**src/rtl/etdsp_pkg.sv**
```systemverilog
// Shared constants for the edge-timed dibit sampler.
package etdsp_pkg;

  localparam int DEF_HIST_BINS    = 9;
  localparam int DEF_WINDOW_WORDS = 2;

  localparam int CFG_IDX_W = 3;

  localparam logic [CFG_IDX_W-1:0] REG_SLICE_TIME = 3'd0;
  localparam logic [CFG_IDX_W-1:0] REG_HIST_LOW   = 3'd1;
  localparam logic [CFG_IDX_W-1:0] REG_HIST_HIGH  = 3'd2;
  localparam logic [CFG_IDX_W-1:0] REG_BIN_WIDTH  = 3'd3;
  localparam logic [CFG_IDX_W-1:0] REG_PRE_PAT    = 3'd4;
  localparam logic [CFG_IDX_W-1:0] REG_PRE_MASK   = 3'd5;

  localparam logic [15:0] RST_SLICE_TIME = 16'd188;
  localparam logic [15:0] RST_HIST_LOW   = 16'd188;
  localparam logic [15:0] RST_HIST_HIGH  = 16'd228;
  localparam logic [15:0] RST_BIN_WIDTH  = 16'd4;
  localparam logic [31:0] RST_PRE_PAT    = 32'h5555_5555;
  localparam logic [31:0] RST_PRE_MASK   = 32'hFFFF_FFFF;

  localparam logic [6:0] REPEAT_CAP = 7'd64;
  localparam logic [2:0] DIV_TOP_K  = 3'd6;

endpackage

```
**src/rtl/edge_timed_dibit_sampler_preamble.sv**
```systemverilog
// Top level: edge-interval dibit sampler with histogram and preamble correlator.
//
// channel  dir  handshake              payload
// in_      in   in_valid / in_ready    command, timestamp, level_low, level_high
// out_     out  out_valid / out_ready  accepted .. kept_top
// cfg_     in   cfg_valid / cfg_ready  cfg_index, cfg_data
//
// For each beat, a shared compare-subtract unit runs up to 7 steps for the bin
// index and up to 7 for the slice count, the bin store takes a read and a write
// state, and the window shifter moves one pair per cycle.
// in_ready is high only when the sequencer is idle; a result waiting in the
// output register does not block the next input beat. Reset is synchronous;
// histogram bins have valid bits, so no clearing pass follows reset.
module edge_timed_dibit_sampler_preamble #(
  parameter int HIST_BINS    = etdsp_pkg::DEF_HIST_BINS,
  parameter int WINDOW_WORDS = etdsp_pkg::DEF_WINDOW_WORDS
) (
  input  logic                           clk,
  input  logic                           rst_n,
  input  logic                           in_valid,
  output logic                           in_ready,
  input  logic                           in_command,
  input  logic [31:0]                    in_timestamp,
  input  logic                           in_level_low,
  input  logic                           in_level_high,
  output logic                           out_valid,
  input  logic                           out_ready,
  output logic                           out_accepted,
  output logic [6:0]                     out_repeat_count,
  output logic                           out_preamble_hit,
  output logic [31:0]                    out_match_total,
  output logic [31:0]                    out_edge_total,
  output logic [3:0]                     out_bin_code,
  output logic [31:0]                    out_bin_total,
  output logic [63:0]                    out_window_top,
  output logic [63:0]                    out_kept_top,
  input  logic                           cfg_valid,
  output logic                           cfg_ready,
  input  logic [etdsp_pkg::CFG_IDX_W-1:0] cfg_index,
  input  logic [31:0]                    cfg_data
);

  localparam int W_BITS = WINDOW_WORDS * 64;
  localparam int IDX_W  = (HIST_BINS > 1) ? $clog2(HIST_BINS) : 1;
  localparam logic [6:0] LAST_Q = 7'(HIST_BINS - 1);
  localparam logic [IDX_W-1:0] LAST_IDX = IDX_W'(HIST_BINS - 1);
  localparam logic [3:0] CODE_SHORT = 4'd0;
  localparam logic [3:0] CODE_LONG  = 4'(HIST_BINS + 1);
  localparam logic [3:0] CODE_NONE  = 4'(HIST_BINS + 2);

  localparam logic [3:0] S_IDLE  = 4'd0;
  localparam logic [3:0] S_HIST  = 4'd1;
  localparam logic [3:0] S_DIV   = 4'd2;
  localparam logic [3:0] S_HRD   = 4'd3;
  localparam logic [3:0] S_HWR   = 4'd4;
  localparam logic [3:0] S_SPREP = 4'd5;
  localparam logic [3:0] S_SHIFT = 4'd6;
  localparam logic [3:0] S_CMP   = 4'd7;
  localparam logic [3:0] S_DONE  = 4'd8;

  // control and architectural state
  logic [3:0]           state_r, state_nxt;
  logic [15:0]          slice_r, slice_nxt, hlow_r, hlow_nxt;
  logic [15:0]          hhigh_r, hhigh_nxt, bwidth_r, bwidth_nxt;
  logic [31:0]          pat_r, pat_nxt, mask_r, mask_nxt;
  logic [31:0]          last_r, last_nxt;
  logic [W_BITS-1:0]    win_r, win_nxt;
  logic [63:0]          kept_r, kept_nxt;
  logic [31:0]          match_r, match_nxt;
  logic [31:0]          edge0_r, edge0_nxt, edge1_r, edge1_nxt;
  logic [31:0]          short_r, short_nxt, long_r, long_nxt;
  logic [HIST_BINS-1:0] hvalid_r, hvalid_nxt;
  logic                 ov_r, ov_nxt;

  // per-beat payload
  logic                 lo_r, lo_nxt, hi_r, hi_nxt;
  logic [31:0]          ts_r, ts_nxt, delta_r, delta_nxt;
  logic [31:0]          rem_r, rem_nxt;
  logic [15:0]          div_r, div_nxt;
  logic [2:0]           k_r, k_nxt;
  logic [6:0]           q_r, q_nxt;
  logic                 dsel_r, dsel_nxt;
  logic [IDX_W-1:0]     idx_r, idx_nxt;
  logic [6:0]           cnt_r, cnt_nxt;
  logic                 acc_r, acc_nxt, hit_r, hit_nxt;
  logic [6:0]           reps_r, reps_nxt;
  logic [3:0]           code_r, code_nxt;
  logic [31:0]          btot_r, btot_nxt, etot_r, etot_nxt;

  // output register
  logic                 o_acc_r, o_acc_nxt, o_hit_r, o_hit_nxt;
  logic [6:0]           o_reps_r, o_reps_nxt;
  logic [31:0]          o_match_r, o_match_nxt, o_etot_r, o_etot_nxt;
  logic [3:0]           o_code_r, o_code_nxt;
  logic [31:0]          o_btot_r, o_btot_nxt;
  logic [63:0]          o_win_r, o_win_nxt, o_kept_r, o_kept_nxt;

  // bin store
  logic [31:0]          hmem [HIST_BINS];
  logic [31:0]          hrd_r;
  logic                 hwe;
  logic [31:0]          hwdata;

  // shared compare-subtract unit
  logic [31:0]          cand;
  logic                 ge;
  logic [6:0]           q_fin, q_clamp;
  logic                 div_last;
  logic [15:0]          slice_eff;
  logic [31:0]          top32;
  logic                 in_fire;

  assign cand      = 32'(div_r) << k_r;
  assign ge        = rem_r >= cand;
  assign div_last  = (ge && (k_r == etdsp_pkg::DIV_TOP_K)) || (k_r == 3'd0);
  assign q_fin     = (ge && (k_r == etdsp_pkg::DIV_TOP_K)) ? etdsp_pkg::REPEAT_CAP :
                     (ge ? (q_r | (7'd1 << k_r)) : q_r);
  assign q_clamp   = (q_fin > LAST_Q) ? LAST_Q : q_fin;
  assign slice_eff = (slice_r == 16'd0) ? 16'd1 : slice_r;
  assign top32     = win_r[W_BITS-1 -: 32];
  assign hwe       = (state_r == S_HWR);
  assign hwdata    = hvalid_r[idx_r] ? (hrd_r + 32'd1) : 32'd1;

  assign in_ready  = (state_r == S_IDLE);
  assign in_fire   = in_valid && in_ready;
  assign cfg_ready = 1'b1;

  always_comb begin
    state_nxt  = state_r;
    slice_nxt  = slice_r;
    hlow_nxt   = hlow_r;
    hhigh_nxt  = hhigh_r;
    bwidth_nxt = bwidth_r;
    pat_nxt    = pat_r;
    mask_nxt   = mask_r;
    last_nxt   = last_r;
    win_nxt    = win_r;
    kept_nxt   = kept_r;
    match_nxt  = match_r;
    edge0_nxt  = edge0_r;
    edge1_nxt  = edge1_r;
    short_nxt  = short_r;
    long_nxt   = long_r;
    hvalid_nxt = hvalid_r;
    ov_nxt     = ov_r;
    lo_nxt     = lo_r;
    hi_nxt     = hi_r;
    ts_nxt     = ts_r;
    delta_nxt  = delta_r;
    rem_nxt    = rem_r;
    div_nxt    = div_r;
    k_nxt      = k_r;
    q_nxt      = q_r;
    dsel_nxt   = dsel_r;
    idx_nxt    = idx_r;
    cnt_nxt    = cnt_r;
    acc_nxt    = acc_r;
    hit_nxt    = hit_r;
    reps_nxt   = reps_r;
    code_nxt   = code_r;
    btot_nxt   = btot_r;
    etot_nxt   = etot_r;
    o_acc_nxt   = o_acc_r;
    o_hit_nxt   = o_hit_r;
    o_reps_nxt  = o_reps_r;
    o_match_nxt = o_match_r;
    o_etot_nxt  = o_etot_r;
    o_code_nxt  = o_code_r;
    o_btot_nxt  = o_btot_r;
    o_win_nxt   = o_win_r;
    o_kept_nxt  = o_kept_r;

    if (cfg_valid) begin
      unique case (cfg_index)
        etdsp_pkg::REG_SLICE_TIME: slice_nxt  = cfg_data[15:0];
        etdsp_pkg::REG_HIST_LOW:   hlow_nxt   = cfg_data[15:0];
        etdsp_pkg::REG_HIST_HIGH:  hhigh_nxt  = cfg_data[15:0];
        etdsp_pkg::REG_BIN_WIDTH:  bwidth_nxt = cfg_data[15:0];
        etdsp_pkg::REG_PRE_PAT:    pat_nxt    = cfg_data;
        etdsp_pkg::REG_PRE_MASK:   mask_nxt   = cfg_data;
        default: ;
      endcase
    end

    if (ov_r && out_ready) begin
      ov_nxt = 1'b0;
    end

    unique case (state_r)
      S_IDLE: begin
        if (in_fire) begin
          lo_nxt    = in_level_low;
          hi_nxt    = in_level_high;
          ts_nxt    = in_timestamp;
          delta_nxt = in_timestamp - last_r;
          acc_nxt   = 1'b0;
          hit_nxt   = 1'b0;
          reps_nxt  = 7'd0;
          code_nxt  = CODE_NONE;
          btot_nxt  = 32'd0;
          if (in_command) begin
            edge1_nxt = edge1_r + 32'd1;
            etot_nxt  = edge1_r + 32'd1;
            state_nxt = S_SPREP;
          end else begin
            edge0_nxt = edge0_r + 32'd1;
            etot_nxt  = edge0_r + 32'd1;
            state_nxt = S_HIST;
          end
        end
      end
      S_HIST: begin
        if (delta_r < 32'(hlow_r)) begin
          short_nxt = short_r + 32'd1;
          btot_nxt  = short_r + 32'd1;
          code_nxt  = CODE_SHORT;
          state_nxt = S_SPREP;
        end else if (delta_r > 32'(hhigh_r)) begin
          long_nxt  = long_r + 32'd1;
          btot_nxt  = long_r + 32'd1;
          code_nxt  = CODE_LONG;
          state_nxt = S_SPREP;
        end else if (bwidth_r == 16'd0) begin
          idx_nxt   = LAST_IDX;
          state_nxt = S_HRD;
        end else begin
          rem_nxt   = delta_r - 32'(hlow_r);
          div_nxt   = bwidth_r;
          k_nxt     = etdsp_pkg::DIV_TOP_K;
          q_nxt     = 7'd0;
          dsel_nxt  = 1'b0;
          state_nxt = S_DIV;
        end
      end
      S_DIV: begin
        if (ge) begin
          rem_nxt = rem_r - cand;
        end
        q_nxt = q_fin;
        k_nxt = k_r - 3'd1;
        if (div_last) begin
          if (dsel_r) begin
            reps_nxt  = q_fin;
            cnt_nxt   = q_fin;
            state_nxt = S_SHIFT;
          end else begin
            idx_nxt   = IDX_W'(q_clamp);
            state_nxt = S_HRD;
          end
        end
      end
      S_HRD: begin
        state_nxt = S_HWR;
      end
      S_HWR: begin
        btot_nxt          = hwdata;
        code_nxt          = 4'(idx_r) + 4'd1;
        hvalid_nxt[idx_r] = 1'b1;
        state_nxt         = S_SPREP;
      end
      S_SPREP: begin
        if (delta_r >= 32'(slice_eff)) begin
          acc_nxt   = 1'b1;
          last_nxt  = ts_r;
          rem_nxt   = delta_r;
          div_nxt   = slice_eff;
          k_nxt     = etdsp_pkg::DIV_TOP_K;
          q_nxt     = 7'd0;
          dsel_nxt  = 1'b1;
          state_nxt = S_DIV;
        end else begin
          state_nxt = S_DONE;
        end
      end
      S_SHIFT: begin
        if (cnt_r != 7'd0) begin
          win_nxt = {win_r[W_BITS-3:0], lo_r, hi_r};
          cnt_nxt = cnt_r - 7'd1;
        end else begin
          state_nxt = S_CMP;
        end
      end
      S_CMP: begin
        if (((top32 ^ pat_r) & mask_r) == 32'd0) begin
          hit_nxt   = 1'b1;
          match_nxt = match_r + 32'd1;
          kept_nxt  = win_r[W_BITS-1 -: 64];
        end
        state_nxt = S_DONE;
      end
      S_DONE: begin
        if (!ov_r || out_ready) begin
          ov_nxt      = 1'b1;
          o_acc_nxt   = acc_r;
          o_hit_nxt   = hit_r;
          o_reps_nxt  = reps_r;
          o_match_nxt = match_r;
          o_etot_nxt  = etot_r;
          o_code_nxt  = code_r;
          o_btot_nxt  = btot_r;
          o_win_nxt   = win_r[W_BITS-1 -: 64];
          o_kept_nxt  = kept_r;
          state_nxt   = S_IDLE;
        end
      end
      default: state_nxt = S_IDLE;
    endcase
  end

  always_ff @(posedge clk) begin
    if (!rst_n) begin
      state_r  <= S_IDLE;
      slice_r  <= etdsp_pkg::RST_SLICE_TIME;
      hlow_r   <= etdsp_pkg::RST_HIST_LOW;
      hhigh_r  <= etdsp_pkg::RST_HIST_HIGH;
      bwidth_r <= etdsp_pkg::RST_BIN_WIDTH;
      pat_r    <= etdsp_pkg::RST_PRE_PAT;
      mask_r   <= etdsp_pkg::RST_PRE_MASK;
      last_r   <= '0;
      win_r    <= '0;
      kept_r   <= '0;
      match_r  <= '0;
      edge0_r  <= '0;
      edge1_r  <= '0;
      short_r  <= '0;
      long_r   <= '0;
      hvalid_r <= '0;
      ov_r     <= 1'b0;
    end else begin
      state_r  <= state_nxt;
      slice_r  <= slice_nxt;
      hlow_r   <= hlow_nxt;
      hhigh_r  <= hhigh_nxt;
      bwidth_r <= bwidth_nxt;
      pat_r    <= pat_nxt;
      mask_r   <= mask_nxt;
      last_r   <= last_nxt;
      win_r    <= win_nxt;
      kept_r   <= kept_nxt;
      match_r  <= match_nxt;
      edge0_r  <= edge0_nxt;
      edge1_r  <= edge1_nxt;
      short_r  <= short_nxt;
      long_r   <= long_nxt;
      hvalid_r <= hvalid_nxt;
      ov_r     <= ov_nxt;
    end
  end

  always_ff @(posedge clk) begin
    lo_r      <= lo_nxt;
    hi_r      <= hi_nxt;
    ts_r      <= ts_nxt;
    delta_r   <= delta_nxt;
    rem_r     <= rem_nxt;
    div_r     <= div_nxt;
    k_r       <= k_nxt;
    q_r       <= q_nxt;
    dsel_r    <= dsel_nxt;
    idx_r     <= idx_nxt;
    cnt_r     <= cnt_nxt;
    acc_r     <= acc_nxt;
    hit_r     <= hit_nxt;
    reps_r    <= reps_nxt;
    code_r    <= code_nxt;
    btot_r    <= btot_nxt;
    etot_r    <= etot_nxt;
    o_acc_r   <= o_acc_nxt;
    o_hit_r   <= o_hit_nxt;
    o_reps_r  <= o_reps_nxt;
    o_match_r <= o_match_nxt;
    o_etot_r  <= o_etot_nxt;
    o_code_r  <= o_code_nxt;
    o_btot_r  <= o_btot_nxt;
    o_win_r   <= o_win_nxt;
    o_kept_r  <= o_kept_nxt;
  end

  // bin store: one write port, registered read
  always_ff @(posedge clk) begin
    if (hwe) begin
      hmem[idx_r] <= hwdata;
    end
    hrd_r <= hmem[idx_r];
  end

  assign out_valid        = ov_r;
  assign out_accepted     = o_acc_r;
  assign out_repeat_count = o_reps_r;
  assign out_preamble_hit = o_hit_r;
  assign out_match_total  = o_match_r;
  assign out_edge_total   = o_etot_r;
  assign out_bin_code     = o_code_r;
  assign out_bin_total    = o_btot_r;
  assign out_window_top   = o_win_r;
  assign out_kept_top     = o_kept_r;

endmodule

```
**config.mk**
```make
export PLATFORM = sky130hd
export DESIGN_NAME = edge_timed_dibit_sampler_preamble
export DESIGN_NICKNAME = d
export VERILOG_FILES = /design/src/rtl/etdsp_pkg.sv /design/src/rtl/edge_timed_dibit_sampler_preamble.sv
export SDC_FILE = /design/constraint.sdc
export NUM_CORES = 2
export LEC_CHECK = 0
export BUFFER_PORTS_ARGS = -buffer_cell sky130_fd_sc_hd__buf_2
export CELL_PAD_IN_SITES_DETAIL_PLACEMENT = 0
export CELL_PAD_IN_SITES_GLOBAL_PLACEMENT = 1
export CORE_UTILIZATION = 53
export DETAILED_ROUTE_END_ITERATION = 8
export PLACE_DENSITY_LB_ADDON = 0.1
export SYNTH_ARGS = -nofsm -noshare
export SYNTH_HDL_FRONTEND = slang
export SYNTH_SLANG_ARGS = --single-unit
```
**constraint.sdc**
```tcl
create_clock -name clk -period 39.9 [get_ports clk]
set_clock_uncertainty 0.1 [all_clocks]
set_input_delay 11.97 -clock clk [delete_from_list [all_inputs] [get_ports clk]]
set_output_delay 11.97 -clock clk [all_outputs]
set_load 0.05 [all_outputs]
```
==> impl_metrics.yaml <==
placement:
  place_ws_ns: 24.68
  port_buffers: 313
  gp_congestion: 0.8690
  hpwlAfterDp_mm: 86.50
clocking:
  htree_levels: 4
  clock_latency_ns: 0.74
  cts.clk_slew.worst_paths_ns: 0.06
  cts_tree: "built"
  cts.repair.resized: 0
  post_cts.repair.setup_buffers: 0
  cts.sinks: 1296
  cts_hold_buffers: 0
  clockBufferDepth: 3
  cts_buffers: 137
  cts-root-buf: "clkbuf_16"
sta:
  rsz0062_at_grt: "no"
  drv_slew: 0
  relSlewSlack_pct: 20.25
  setup_viol: 0
  fin_crit_ns: 14.42
  tightest_slew_ns: 1.196
  finalHoldViolCount: 0
  fmax_ghz: 0.06936
  hold_ws_ns: 0.3025
  fin_ws_ns: 25.48
  min_period_over_period_pct: 36.13
  fin_setup_tns_ns: 0
global_routing:
  grt_usage_pct: 25.05
  grt_pass1_wl_mm: 207.2
  antenna_found_initial: 6
  grt-ovfl-total: 0
  first_global_vias: 35920
  grt_max_degree: 152
synth:
  yosysWarnings: 0
  ys.flop_type: "edfxtp_1"
  syn-num-nets: 5158
  synth_edf_count: 738
  synthArstFlopShare_pct: 0
  synth_cell_types: 85
  ys_seq_area_share_pct: 60.20
  synth.cell_area_um2: 55370
  syn_inst: 4961
  synth.avg_cell_area_um2: 11.16
  synth-seq-cells: 1296
worst_setup_path:
  slowest_stage: "o41ai_1"
  end_kind: "flip-flop"
  crit_path_frequent_cell: "o211ai_1"
  r2r_cells: 13
  startpoint: "in_timestamp[4]"
  worst_ep_arrival_time_ns: 14.80
  rrSetupSlack_ns: 34.38
  reg2reg_to: "cnt_r[3]"
  required_ns: 40.28
  startpoint_type: "input pin"
  cpLargestDelayFamily: "compound AO/OA/AOI/OAI gates"
  worst-path-buf-inv: 1
  worstSetupPathType: "in -> reg"
  worst-path-stages: 11
  cp_max_fo: 4
  r2r-start: "k_r[0]"
  slowest_delay_ns: 0.42
  cp_cell_sequence: "buf_2 -> ha_1 -> a21o_1 -> or3_1 -> o21ai_0 -> o211ai_1 -> o211ai_1 -> a211oi_1 -> o41ai_1 -> mux2i_1 -> nand2_1"
floorplan:
  core-area_um2: 103500
  die_area_um2: 105800
  die_h_um: 325.2
  ioPinCount: 315
  die_w_um: 325.2
  num_rows: 118
  initial_core_util_pct: 53.50
final_layout:
  drive_gt1_share_pct: 13.54
  area_delta_synth_final_pct: 13.43
  utilization_pct: 60.68
  nets: 5408
detailed_routing:
  wl_per_cell_um: 19.92
  ant_nets: 0
  drt_iter0_drc: 2895
  num_vias: 37420
  viasPerCell: 5.576
  wl_mm: 133.7
  drtPass1Iterations: 5
  route.detailed.drc: 0
power:
  ir_drop_v: 0.00003627
  p_total_w: 0.003146
  power_density_nw_per_um2: 50.09
  leakage_nw: 22.94
hold_path:
  worstHoldPathType: "reg -> reg"
  min_to: "out_bin_total[9]"
  hold_depth: 0
  min_from: "btot_r[9]"
flow_run:
  drv_cap: 0
run_status:
  status: "finished, final reports clean"
cell type report:
class	instances	area (µm²)
clock inverters	66	688.2
inverters	132	505.5
diodes	4	10.01
clock buffers	188	3938
repair buffers	369	2002
flip-flops and latches	1296	33330
well taps	1380	1727
multi-input cells	3275	20600
fillers	8543	40690
report_power, final:
part           switching (W)  internal, W
clock network       0.000535     0.000756
logic               0.000218     0.000119
registers          0.0000373      0.00148
state kept, by name, summed over array words and instances, names as in the netlist, 64 cells and up:
| name | count |
|---|---|
| hmem | 288 |
| kept_r | 64 |
| out_kept_top | 64 |
| out_window_top | 64 |
| win_r | 128 |
cells by family (layout without fill, tap and decap cells):
group	count (synthesis)	count (layout)	share of synthesized area, %
buf+inv	390	755	2.721
xor+xnor	358	358	5.663
other cells	1	5	0.006773
flops	1296	1296	60.20
mux	208	208	5.380
simple gates	1730	1730	13.94
fa+ha+maj	122	122	2.798
compound gates	856	856	9.297
metrics by stage:
step                      instances  cell area, µm²
after floorplan                4961           55370
after global placement         6452           58170
after detailed placement       6452           58170
after CTS                      6706           62800
after global routing           6710           62810
final                          6710           62810
metal layers:
metal	part of all wire, %	vias up	GRT usage [%]
met5	0.0060	-	0
met4	2.4	2	8.162
met3	5.1	201	4.061
met2	47	853	40.19
met1	45	18110	34.76
li1	-	18250	-
synthesized netlist by cell type (4+ instances only):
cell / n / area share [%]
o31ai_1: 8 / 0.11
nor2b_1: 21 / 0.24
nand3_1: 183 / 1.7
o21ai_0: 181 / 1.6
xor2_1: 187 / 3.0
or4_1: 9 / 0.12
edfxtp_1: 738 / 40
nor3_1: 64 / 0.58
and2_1: 28 / 0.32
and3_1: 50 / 0.56
ha_1: 119 / 2.7
a22oi_1: 43 / 0.58
o21a_1: 19 / 0.26
a211oi_1: 12 / 0.16
dfxtp_1: 558 / 20
buf_2: 16 / 0.14
xnor2_1: 171 / 2.7
o211ai_1: 57 / 0.77
a221o_1: 4 / 0.072
a32o_1: 11 / 0.20
clkbuf_1: 214 / 1.5
mux2i_1: 133 / 2.4
nand2_1: 787 / 5.3
nor4_1: 42 / 0.47
o31a_1: 6 / 0.095
nand2b_1: 18 / 0.20
nand3b_1: 4 / 0.054
and4_1: 15 / 0.24
nand4_1: 53 / 0.60
buf_1: 24 / 0.16
inv_1: 132 / 0.89
a31o_2: 14 / 0.22
or2_2: 10 / 0.11
a21boi_0: 4 / 0.054
o22ai_1: 5 / 0.056
mux4_2: 71 / 2.9
a21o_1: 37 / 0.50
a2111oi_0: 4 / 0.063
a31oi_1: 10 / 0.11
or3_1: 51 / 0.58
nand4b_1: 6 / 0.095
o21bai_1: 5 / 0.068
a21oi_1: 387 / 3.5
nor2_1: 375 / 2.5
how the worst max path moves through the flow:
| stage | end | slack, ns |
|---|---|---|
| 6_report | delta_r[29] | 25.48 |
| 3_3_place_gp | long_r[27] | 24.68 |
| 2_1_floorplan | out_accepted | 16.44 |
| 5_1_grt | delta_r[29] | 25.31 |
| 3_5_place_dp | long_r[30] | 24.68 |
| 4_1_cts | long_r[30] | 25.48 |
worst register-to-register path, stage by stage, from the launching register on:
cell,delay (ns)
edfxtp_1,0.99
inv_1,0.41
o31a_1,0.42
mux2i_1,0.24
ha_1,0.24
nor2_1,0.07
a211oi_1,0.31
o311ai_0,0.24
and4b_1,0.29
o2111ai_2,0.27
nand3_1,0.23
nor2_1,0.32
o21ai_0,0.21
o21ai_0,0.82
cells in the final DEF (no fill, tap or decap), drive strengths merged, types with 133 or more instances in the layout:
| master | count |
|---|---|
| xor2 | 187 |
| nand3 | 183 |
| buf | 369 |
| nand2 | 787 |
| inv | 138 |
| edfxtp | 738 |
| clkbuf | 188 |
| xnor2 | 171 |
| dfxtp | 558 |
| o21ai | 183 |
| a21oi | 387 |
| mux2i | 133 |
| nor2 | 375 |
No activity file was read; power rests on OpenSTA's default activity.
